## src/hw/rtl/dot_pkg.sv

```systemverilog
package dot_pkg;

    localparam int CMD_W    = 3;
    localparam int LEN_W    = 16;
    localparam int IDX_W    = 4;
    localparam int COUNT_W  = 5;
    localparam int OUT_W    = 32;
    localparam int IN_OFS_W = 32;
    localparam int CFG_W    = 16;
    localparam int APB_AW   = 3;
    localparam int APB_DW   = 32;

    localparam logic [CMD_W-1:0] CMD_MARK_POINT = 3'd0;
    localparam logic [CMD_W-1:0] CMD_MARK_RANGE = 3'd1;
    localparam logic [CMD_W-1:0] CMD_MARK_FULL  = 3'd2;
    localparam logic [CMD_W-1:0] CMD_CLEAR      = 3'd3;
    localparam logic [CMD_W-1:0] CMD_QUERY      = 3'd4;
    localparam logic [CMD_W-1:0] CMD_READ_INDEX = 3'd5;

    localparam logic REG_MERGE_THR = 1'b0;
    localparam logic REG_RANGE_LIM = 1'b1;

    localparam logic [CFG_W-1:0] MERGE_THR_RST = 16'd64;
    localparam logic [CFG_W-1:0] RANGE_LIM_RST = 16'd1024;

    typedef enum logic [2:0] {
        ST_IDLE,
        ST_DISPATCH,
        ST_SCAN,
        ST_NEXT,
        ST_READ,
        ST_FINISH
    } t_state;

    typedef struct packed {
        logic load;         // capture input beat
        logic scan_first;   // start search with the given offset
        logic scan_second;  // start search with the range end
        logic scan_step;    // advance the search walk
        logic insert;       // append point to the table
        logic set_full;     // set full-redraw flag, empty table
        logic clear_all;    // clear flag, empty table
        logic hit_one;
        logic hit_near;
        logic read_sel;     // memory address from read index
        logic read_cap;     // capture read data when the index is valid
        logic out_load;     // move result into output register
    } t_dp_cmd;

    typedef struct packed {
        logic [CMD_W-1:0] cmd;
        logic             full;
        logic             len_zero;
        logic             len_big;
        logic             scan_done;
        logic             near;
        logic             table_full;
    } t_dp_sts;

endpackage

```

## src/hw/rtl/dot_dpath.sv

```systemverilog
module dot_dpath #(
    parameter int CAPACITY    = 16,
    parameter int OFFSET_BITS = 32
) (
    input  logic                             i_clk,
    input  logic                             i_rst_n,
    input  dot_pkg::t_dp_cmd                 i_ctl,
    output dot_pkg::t_dp_sts                 o_sts,
    input  logic [dot_pkg::CMD_W-1:0]        i_cmd,
    input  logic [dot_pkg::IN_OFS_W-1:0]     i_offset,
    input  logic [dot_pkg::LEN_W-1:0]        i_length,
    input  logic [dot_pkg::IDX_W-1:0]        i_index,
    input  logic [dot_pkg::CFG_W-1:0]        i_thr,
    input  logic [dot_pkg::CFG_W-1:0]        i_lim,
    output logic                             o_status,
    output logic                             o_full_redraw,
    output logic [dot_pkg::COUNT_W-1:0]      o_count,
    output logic                             o_hit,
    output logic [dot_pkg::OUT_W-1:0]        o_read_value
);

    localparam int AW = (CAPACITY > 1) ? $clog2(CAPACITY) : 1;
    localparam int CW = $clog2(CAPACITY + 1);
    localparam int DW = (OFFSET_BITS > dot_pkg::CFG_W) ? OFFSET_BITS : dot_pkg::CFG_W;
    localparam int XW = (CW > dot_pkg::IDX_W) ? CW : dot_pkg::IDX_W;

    logic [OFFSET_BITS-1:0] r_mem [CAPACITY];

    logic [dot_pkg::CMD_W-1:0] r_cmd;
    logic [OFFSET_BITS-1:0]    r_ofs;
    logic [dot_pkg::LEN_W-1:0] r_len;
    logic [dot_pkg::IDX_W-1:0] r_idx;
    logic [OFFSET_BITS-1:0]    r_pt;
    logic [CW-1:0]             r_walk;
    logic                      r_cmp_vld;
    logic                      r_near;
    logic [OFFSET_BITS-1:0]    r_rd_data;
    logic [CW-1:0]             r_count;
    logic                      r_full;
    logic                      r_status;
    logic                      r_hit;
    logic [OFFSET_BITS-1:0]    r_rval;

    logic [AW-1:0]          rd_addr;
    logic [OFFSET_BITS-1:0] diff_a;
    logic [OFFSET_BITS-1:0] diff_b;
    logic [OFFSET_BITS-1:0] diff;
    logic                   near_now;
    logic                   walk_more;
    logic                   idx_bad;

    assign rd_addr   = i_ctl.read_sel ? AW'(r_idx) : r_walk[AW-1:0];
    assign diff_a    = r_pt - r_rd_data;
    assign diff_b    = r_rd_data - r_pt;
    assign diff      = (r_pt > r_rd_data) ? diff_a : diff_b;
    assign near_now  = r_cmp_vld && (DW'(diff) < DW'(i_thr));
    assign walk_more = r_walk < r_count;
    assign idx_bad   = XW'(r_idx) >= XW'(r_count);

    always_ff @(posedge i_clk) begin
        r_rd_data <= r_mem[rd_addr];
        if (i_ctl.insert) begin
            r_mem[r_count[AW-1:0]] <= r_pt;
        end
    end

    // payload and search registers
    always_ff @(posedge i_clk) begin
        if (i_ctl.load) begin
            r_cmd    <= i_cmd;
            r_ofs    <= OFFSET_BITS'(i_offset);
            r_len    <= i_length;
            r_idx    <= i_index;
            r_hit    <= 1'b0;
            r_status <= 1'b0;
            r_rval   <= '0;
        end
        if (i_ctl.scan_first || i_ctl.scan_second) begin
            r_pt      <= i_ctl.scan_first ? r_ofs : (r_ofs + OFFSET_BITS'(r_len));
            r_walk    <= '0;
            r_cmp_vld <= 1'b0;
            r_near    <= 1'b0;
        end else if (i_ctl.scan_step) begin
            r_walk    <= walk_more ? (r_walk + 1'b1) : r_walk;
            r_cmp_vld <= walk_more;
            if (near_now) begin
                r_near <= 1'b1;
            end
        end
        if (i_ctl.hit_one) begin
            r_hit <= 1'b1;
        end else if (i_ctl.hit_near) begin
            r_hit <= r_near;
        end
        if (i_ctl.read_sel) begin
            r_status <= idx_bad;
        end
        if (i_ctl.read_cap && !r_status) begin
            r_rval <= r_rd_data;
        end
        if (i_ctl.out_load) begin
            o_status      <= r_status;
            o_full_redraw <= r_full;
            o_count       <= dot_pkg::COUNT_W'(r_count);
            o_hit         <= r_hit;
            o_read_value  <= dot_pkg::OUT_W'(r_rval);
        end
    end

    always_ff @(posedge i_clk) begin
        if (!i_rst_n) begin
            r_full  <= 1'b1;
            r_count <= '0;
        end else if (i_ctl.set_full) begin
            r_full  <= 1'b1;
            r_count <= '0;
        end else if (i_ctl.clear_all) begin
            r_full  <= 1'b0;
            r_count <= '0;
        end else if (i_ctl.insert) begin
            r_count <= r_count + 1'b1;
        end
    end

    always_comb begin
        o_sts.cmd        = r_cmd;
        o_sts.full       = r_full;
        o_sts.len_zero   = (r_len == '0);
        o_sts.len_big    = (r_len > i_lim);
        o_sts.scan_done  = !walk_more && !r_cmp_vld;
        o_sts.near       = r_near;
        o_sts.table_full = (r_count >= CW'(CAPACITY));
    end

endmodule

```

## src/hw/rtl/dot_ctrl.sv

```systemverilog
module dot_ctrl (
    input  logic             i_clk,
    input  logic             i_rst_n,
    input  logic             i_in_valid,
    output logic             o_in_stall,
    output logic             o_out_valid,
    input  logic             i_out_stall,
    input  dot_pkg::t_dp_sts i_sts,
    output dot_pkg::t_dp_cmd o_ctl
);

    dot_pkg::t_state r_state, n_state;
    logic            r_second, n_second;
    logic            r_out_vld, n_out_vld;
    logic            out_free;
    logic            in_acc;

    assign out_free    = !r_out_vld || !i_out_stall;
    assign in_acc      = i_in_valid && (r_state == dot_pkg::ST_IDLE);
    assign o_in_stall  = (r_state != dot_pkg::ST_IDLE);
    assign o_out_valid = r_out_vld;

    always_ff @(posedge i_clk) begin
        if (!i_rst_n) begin
            r_state   <= dot_pkg::ST_IDLE;
            r_second  <= 1'b0;
            r_out_vld <= 1'b0;
        end else begin
            r_state   <= n_state;
            r_second  <= n_second;
            r_out_vld <= n_out_vld;
        end
    end

    // next state
    always_comb begin
        n_state   = r_state;
        n_second  = r_second;
        n_out_vld = r_out_vld && i_out_stall;
        case (r_state)
            dot_pkg::ST_IDLE: begin
                if (in_acc) begin
                    n_state = dot_pkg::ST_DISPATCH;
                end
            end
            dot_pkg::ST_DISPATCH: begin
                n_state  = dot_pkg::ST_FINISH;
                n_second = 1'b0;
                case (i_sts.cmd)
                    dot_pkg::CMD_MARK_POINT,
                    dot_pkg::CMD_QUERY: begin
                        if (!i_sts.full) begin
                            n_state = dot_pkg::ST_SCAN;
                        end
                    end
                    dot_pkg::CMD_MARK_RANGE: begin
                        if (!i_sts.len_zero && !i_sts.len_big && !i_sts.full) begin
                            n_state  = dot_pkg::ST_SCAN;
                            n_second = 1'b1;
                        end
                    end
                    dot_pkg::CMD_READ_INDEX: begin
                        n_state = dot_pkg::ST_READ;
                    end
                    default: begin
                        n_state = dot_pkg::ST_FINISH;
                    end
                endcase
            end
            dot_pkg::ST_SCAN: begin
                if (i_sts.scan_done) begin
                    n_state = (i_sts.cmd == dot_pkg::CMD_QUERY) ? dot_pkg::ST_FINISH
                                                                : dot_pkg::ST_NEXT;
                end
            end
            dot_pkg::ST_NEXT: begin
                // range end is skipped once the start has forced a full redraw
                if (r_second && !i_sts.full) begin
                    n_state  = dot_pkg::ST_SCAN;
                    n_second = 1'b0;
                end else begin
                    n_state = dot_pkg::ST_FINISH;
                end
            end
            dot_pkg::ST_READ: begin
                n_state = dot_pkg::ST_FINISH;
            end
            dot_pkg::ST_FINISH: begin
                if (out_free) begin
                    n_state   = dot_pkg::ST_IDLE;
                    n_out_vld = 1'b1;
                end
            end
            default: begin
                n_state = dot_pkg::ST_IDLE;
            end
        endcase
    end

    // datapath commands
    always_comb begin
        o_ctl = '0;
        case (r_state)
            dot_pkg::ST_IDLE: begin
                o_ctl.load = in_acc;
            end
            dot_pkg::ST_DISPATCH: begin
                case (i_sts.cmd)
                    dot_pkg::CMD_MARK_POINT: begin
                        o_ctl.scan_first = !i_sts.full;
                    end
                    dot_pkg::CMD_MARK_RANGE: begin
                        o_ctl.set_full   = !i_sts.len_zero && i_sts.len_big;
                        o_ctl.scan_first = !i_sts.len_zero && !i_sts.len_big && !i_sts.full;
                    end
                    dot_pkg::CMD_MARK_FULL: begin
                        o_ctl.set_full = 1'b1;
                    end
                    dot_pkg::CMD_CLEAR: begin
                        o_ctl.clear_all = 1'b1;
                    end
                    dot_pkg::CMD_QUERY: begin
                        o_ctl.hit_one    = i_sts.full;
                        o_ctl.scan_first = !i_sts.full;
                    end
                    dot_pkg::CMD_READ_INDEX: begin
                        o_ctl.read_sel = 1'b1;
                    end
                    default: begin
                        o_ctl.load = 1'b0;
                    end
                endcase
            end
            dot_pkg::ST_SCAN: begin
                o_ctl.scan_step = !i_sts.scan_done;
                if (i_sts.scan_done) begin
                    if (i_sts.cmd == dot_pkg::CMD_QUERY) begin
                        o_ctl.hit_near = 1'b1;
                    end else if (!i_sts.near) begin
                        o_ctl.set_full = i_sts.table_full;
                        o_ctl.insert   = !i_sts.table_full;
                    end
                end
            end
            dot_pkg::ST_NEXT: begin
                o_ctl.scan_second = r_second && !i_sts.full;
            end
            dot_pkg::ST_READ: begin
                o_ctl.read_cap = 1'b1;
            end
            dot_pkg::ST_FINISH: begin
                o_ctl.out_load = out_free;
            end
            default: begin
                o_ctl = '0;
            end
        endcase
    end

endmodule

```

## src/hw/rtl/dirty_offset_tracker.sv

```systemverilog
// Dirty offset tracker: a table of up to CAPACITY dirty byte offsets, a count
// and a full-redraw flag, driven by commands on the input channel.
// Input channel: i_in_valid / o_in_stall with cmd, offset, length, index.
// Output channel: o_out_valid / i_out_stall, one result beat per command
// (status, full_redraw, count, hit, read_value).
// Registers on the APB port: merge threshold at 0x0, large-range limit at 0x4.
// One command is worked at a time. Mark point and query search the table
//   once, mark range up to twice (start, then end). Commands that skip the
//   search, including all marks and queries while the full-redraw flag is
//   set, mark full, clear and undefined codes, do no table walk; read index
//   reads one entry in its read step. The search walks the table one entry
//   per cycle through the single read port of the offset store.
// Results sit in an output register; the block takes the next beat while a
// result still waits. If the receiver stalls, a finished command holds in
// its last step until the output register frees, and o_in_stall stays high.
// Reset sets the full-redraw flag, empties the table and restores the
// register defaults (threshold 64, limit 1024); store contents stay unknown.
module dirty_offset_tracker #(
    parameter int CAPACITY    = 16,
    parameter int OFFSET_BITS = 32
) (
    input  logic                             i_clk,
    input  logic                             i_rst_n,
    input  logic                             i_in_valid,
    output logic                             o_in_stall,
    input  logic [dot_pkg::CMD_W-1:0]        i_cmd,
    input  logic [dot_pkg::IN_OFS_W-1:0]     i_offset,
    input  logic [dot_pkg::LEN_W-1:0]        i_length,
    input  logic [dot_pkg::IDX_W-1:0]        i_index,
    output logic                             o_out_valid,
    input  logic                             i_out_stall,
    output logic                             o_status,
    output logic                             o_full_redraw,
    output logic [dot_pkg::COUNT_W-1:0]      o_count,
    output logic                             o_hit,
    output logic [dot_pkg::OUT_W-1:0]        o_read_value,
    input  logic                             psel,
    input  logic                             penable,
    input  logic                             pwrite,
    input  logic [dot_pkg::APB_AW-1:0]       paddr,
    input  logic [dot_pkg::APB_DW-1:0]       pwdata,
    output logic [dot_pkg::APB_DW-1:0]       prdata,
    output logic                             pready
);

    logic [dot_pkg::CFG_W-1:0] r_thr;
    logic [dot_pkg::CFG_W-1:0] r_lim;
    logic                      cfg_wr;

    dot_pkg::t_dp_cmd ctl;
    dot_pkg::t_dp_sts sts;

    assign pready = 1'b1;
    assign cfg_wr = psel && penable && pwrite;

    always_ff @(posedge i_clk) begin
        if (!i_rst_n) begin
            r_thr <= dot_pkg::MERGE_THR_RST;
            r_lim <= dot_pkg::RANGE_LIM_RST;
        end else if (cfg_wr) begin
            case (paddr[2])
                dot_pkg::REG_MERGE_THR: r_thr <= pwdata[dot_pkg::CFG_W-1:0];
                dot_pkg::REG_RANGE_LIM: r_lim <= pwdata[dot_pkg::CFG_W-1:0];
                default: r_thr <= r_thr;
            endcase
        end
    end

    always_comb begin
        case (paddr[2])
            dot_pkg::REG_MERGE_THR: prdata = dot_pkg::APB_DW'(r_thr);
            dot_pkg::REG_RANGE_LIM: prdata = dot_pkg::APB_DW'(r_lim);
            default:                prdata = '0;
        endcase
    end

    dot_ctrl u_ctrl (
        .i_clk       (i_clk),
        .i_rst_n     (i_rst_n),
        .i_in_valid  (i_in_valid),
        .o_in_stall  (o_in_stall),
        .o_out_valid (o_out_valid),
        .i_out_stall (i_out_stall),
        .i_sts       (sts),
        .o_ctl       (ctl)
    );

    dot_dpath #(
        .CAPACITY    (CAPACITY),
        .OFFSET_BITS (OFFSET_BITS)
    ) u_dpath (
        .i_clk         (i_clk),
        .i_rst_n       (i_rst_n),
        .i_ctl         (ctl),
        .o_sts         (sts),
        .i_cmd         (i_cmd),
        .i_offset      (i_offset),
        .i_length      (i_length),
        .i_index       (i_index),
        .i_thr         (r_thr),
        .i_lim         (r_lim),
        .o_status      (o_status),
        .o_full_redraw (o_full_redraw),
        .o_count       (o_count),
        .o_hit         (o_hit),
        .o_read_value  (o_read_value)
    );

endmodule
```

## config.mk

```make
export PLATFORM = sky130hd
export DESIGN_NAME = dirty_offset_tracker
export DESIGN_NICKNAME = d
export VERILOG_FILES = /design/src/hw/rtl/dot_pkg.sv /design/src/hw/rtl/dot_dpath.sv /design/src/hw/rtl/dot_ctrl.sv /design/src/hw/rtl/dirty_offset_tracker.sv
export SDC_FILE = /design/constraint.sdc
export NUM_CORES = 1
export LEC_CHECK = 0
export ABC_AREA = 0
export CORE_MARGIN = 4
export CORE_UTILIZATION = 43
export CTS_CLUSTER_DIAMETER = 50
export DETAILED_ROUTE_END_ITERATION = 6
export DONT_BUFFER_PORTS = 1
export PLACE_DENSITY = 0.69
export SYNTH_ARGS = -nofsm -noshare
export SYNTH_HDL_FRONTEND = slang
export SYNTH_HIERARCHICAL = 1
export SYNTH_SLANG_ARGS = --single-unit
```

## constraint.sdc

```tcl
create_clock -name i_clk -period 9.1 [get_ports i_clk]
set_clock_uncertainty 0.15 [all_clocks]
set_input_delay 1.365 -clock i_clk [delete_from_list [all_inputs] [get_ports i_clk]]
set_output_delay 1.365 -clock i_clk [all_outputs]
set_load 0.05 [all_outputs]
```

==> summary.txt <==
Rel. slew slack -> 28.0%
Vias in the first global route -> 19500
Post-cts resize count -> 0
Pin count of the biggest net entering global routing -> 83
Root Buffer -> clkbuf_16
IO Pins -> 172
Area grow syn2layout -> 11.0%
IO buf count -> 0
Initial antenna violation count -> 6
Leakage -> 13.2 nW
Wirelength, routed -> 82.5 mm
Clock-pin slew on the worst setup and hold paths -> 0.06 ns
Critical path arrival -> 6.79 ns
Post-synth EDFFs -> 672
Setup bufs post-CTS -> 0
Initial core utilization -> 43.4%
Min Tclk post-route -> 6.37 ns
Synthesized instance count -> 2276
DRT Pass-1 Iters -> 6
Site Rows -> 102
Synth Area in Adders -> 4.75%
Critical path launch point type -> flop
CP Capture Type -> flop
Unique masters post-synth -> 80
Fillers -> 6605
Setup Viol. Count Final -> 0
CP required -> 9.52 ns
Most common library cells after synthesis -> edfxtp_1 (672), nand2_1 (186), inv_1 (128), mux4_2 (128), ha_1 (123)
First-pass GRT wire length -> 123 mm
H-tree depth -> 3
Deepest clock path buffer count -> 3
Fraction of layout cells with a size suffix above 1 -> 14.6%
GRT overflow -> 0
#FFs+latches synth -> 755
Post-place setup slack -> 2.97 ns
Hold Vio Cnt, Final -> 0
Post-route clock period utilization -> 70.0%
CTS sink cnt -> 755
CTS tree -> yes
Synth Area in Compound Gates -> 7.39%
CTS Hold Buffers Added -> 0
Total CTS buffers -> 78
Post-synthesis mux area share -> 10.5%
Initial DRC Count -> 2107
ANT cells -> 0
Multi-input gate area -> 0.0109 mm2
GPL Wtd Cong -> 0.914
Area of the mapped netlist -> 0.0337 mm2
Core Region -> 0.0776 mm2
Max FO, Critical Path -> 22
Final Max Tran Viols -> 0
Max IR drop VDD -> 0.000206 V
Crit path kind -> flop to flop
Die width -> 288 um
DR vias/cell -> 5.72
Area contributors post-synth -> edfxtp_1 (60%), mux4_2 (8.6%), dfxtp_1 (4.9%)
XOR/XNOR Fraction of Synth Area -> 1.66%
Die area -> 0.0829 mm2
Final ANT Viol Nets -> 0
Share of synthesized flip-flops with an asynchronous set or reset -> 0%
Total power -> 8.48 mW
Synth Area in Simple Gates -> 7.53%
# DRC -> 0
DP Wirelength -> 50.9 mm
Register area -> 0.0218 mm2
Setup WS post-layout -> 2.73 ns
Most instantiated library cell after synthesis -> edfxtp_1
Register area share after synthesis -> 64.8%
RSZ-0062 raised after global routing -> false
Yosys warns -> 6
Pwr per Cell Area -> 227 mW/mm2
Min-delay worst type -> flop to flop
Wire per inst -> 24.4 um
Largest area contributor in the netlist -> edfxtp_1
Worst Tran Pin Value -> 1.08 ns
Post-synth top area share -> 59.9%
Syn Area/Cell -> 14.8 um2
Via Count -> 19400
Final net count -> 2502
Run status -> completed
Fmax -> 157 MHz
Max_cap viols -> 0
Clk Latency, worst-skew pair -> 0.64 ns
Main flop type after synthesis -> edfxtp_1
Gr usage total -> 19.8%
Die Y -> 288 um
Largest family of logic cells by synthesized area -> multiplexers
Setup TNS Final -> 0 ns
==> layout make-up <==
cell class,instances,area share [%]
clock inverters,39,1.18
clock buffers,105,5.79
well taps,1040,3.48
multi-input cells,1284,29.2
inverters,129,1.30
flip-flops and latches,755,58.4
repair buffers,31,0.656
==> metrics by stage <==
stage               hold WS, ns  std cells  util, %  cell area, um2
finish                    0.267       3383     48.2           37400
global route              0.276       3383     48.2           37400
CTS                       0.269       3383     48.2           37400
detailed placement        0.255       3239     44.8           34800
global placement          0.253       3239     44.8           34800
floorplan                 0.250       2291        -           33700
==> layout by cell type, fill, tap and decap left out, types with 14 or more instances in the layout <==
cell type / n
and3_1: 23
nand3_1: 21
nor2_1: 71
dfxtp_1: 83
nand2_1: 186
a21oi_1: 101
a31oi_1: 42
xnor2_1: 32
a211oi_1: 49
conb_1: 17
mux4_2: 128
nand2b_1: 16
ha_1: 123
nor2b_1: 14
nand4_1: 19
and2_1: 72
inv_1: 128
a21o_1: 45
xor2_1: 32
clkbuf_1: 15
clkbuf_16: 78
o21ai_0: 60
buf_4: 30
mux2_2: 20
mux2i_1: 38
and2_2: 16
edfxtp_1: 672
==> sequential cells by signal, indices dropped and copies added (netlist names), 3 cells and up <==
name and count:
r_lim 16, r_thr 16, u_ctrl/r_state 3, u_dpath/o_count 5, u_dpath/o_read_value 32, u_dpath/r_cmd 3
u_dpath/r_count 5, u_dpath/r_idx 4, u_dpath/r_len 16, u_dpath/r_mem 512, u_dpath/r_ofs 32, u_dpath/r_pt 32
u_dpath/r_rd_data 32, u_dpath/r_rval 32, u_dpath/r_walk 5
==> report_power, final <==
group          internal, mW  switching [mW]
Clock                  1.82            1.37
Combinational         0.421           0.715
Sequential             3.98           0.179
==> per-layer routing <==
| metal | share of wire, % | vias to the layer above | global-route usage (%) |
|---|---|---|---|
| met5 | 0.025 | - | 0 |
| met4 | 2.4 | 4 | 5.63 |
| met3 | 7.9 | 125 | 3.91 |
| met2 | 47 | 774 | 31.5 |
| met1 | 43 | 9841 | 28.0 |
| li1 | - | 8618 | - |
==> cell families after synthesis <==
logic type / count (synthesis)
DFF: 755
and+or+nand+nor: 503
AOI/OAI and AO/OA: 382
buffers and inverters: 252
muxes: 192
adders and majority gates: 126
xor gates and xnor gates: 64
other: 2
==> worst max-delay path: stages (launching register included) <==
cell      delay [ns]
edfxtp_1        0.74
inv_1           0.10
ha_1            0.47
a21oi_1         0.28
o21ai_1         0.15
a221oi_1        0.41
o21ai_0         0.20
o21bai_2        0.74
buf_4           0.42
nand2_1         0.09
nand2_1         0.07
ha_1            0.22
a21boi_0        0.12
o21ai_0         0.18
a21oi_1         0.11
a21o_1          0.19
a21oi_1         0.22
nor4_1          0.10
nor4_1          0.75
and3_1          0.26
nand4b_1        0.16
o21ai_1         0.16
==> worst paths after layout <==
kind / startpoint / endpoint / slack, ns / cells past startpoint
setup / recovery: u_dpath/r_pt[23] / u_dpath/r_near / 2.73 / 21
hold / removal: u_dpath/r_rval[6] / u_dpath/o_read_value[6] / 0.27 / 0
setup reg to reg: u_dpath/r_pt[23] / u_dpath/r_near / 2.73 / 21
hold reg to reg: u_dpath/r_rval[6] / u_dpath/o_read_value[6] / 0.27 / 0
Note: power is estimated with default switching activity, not from simulation.
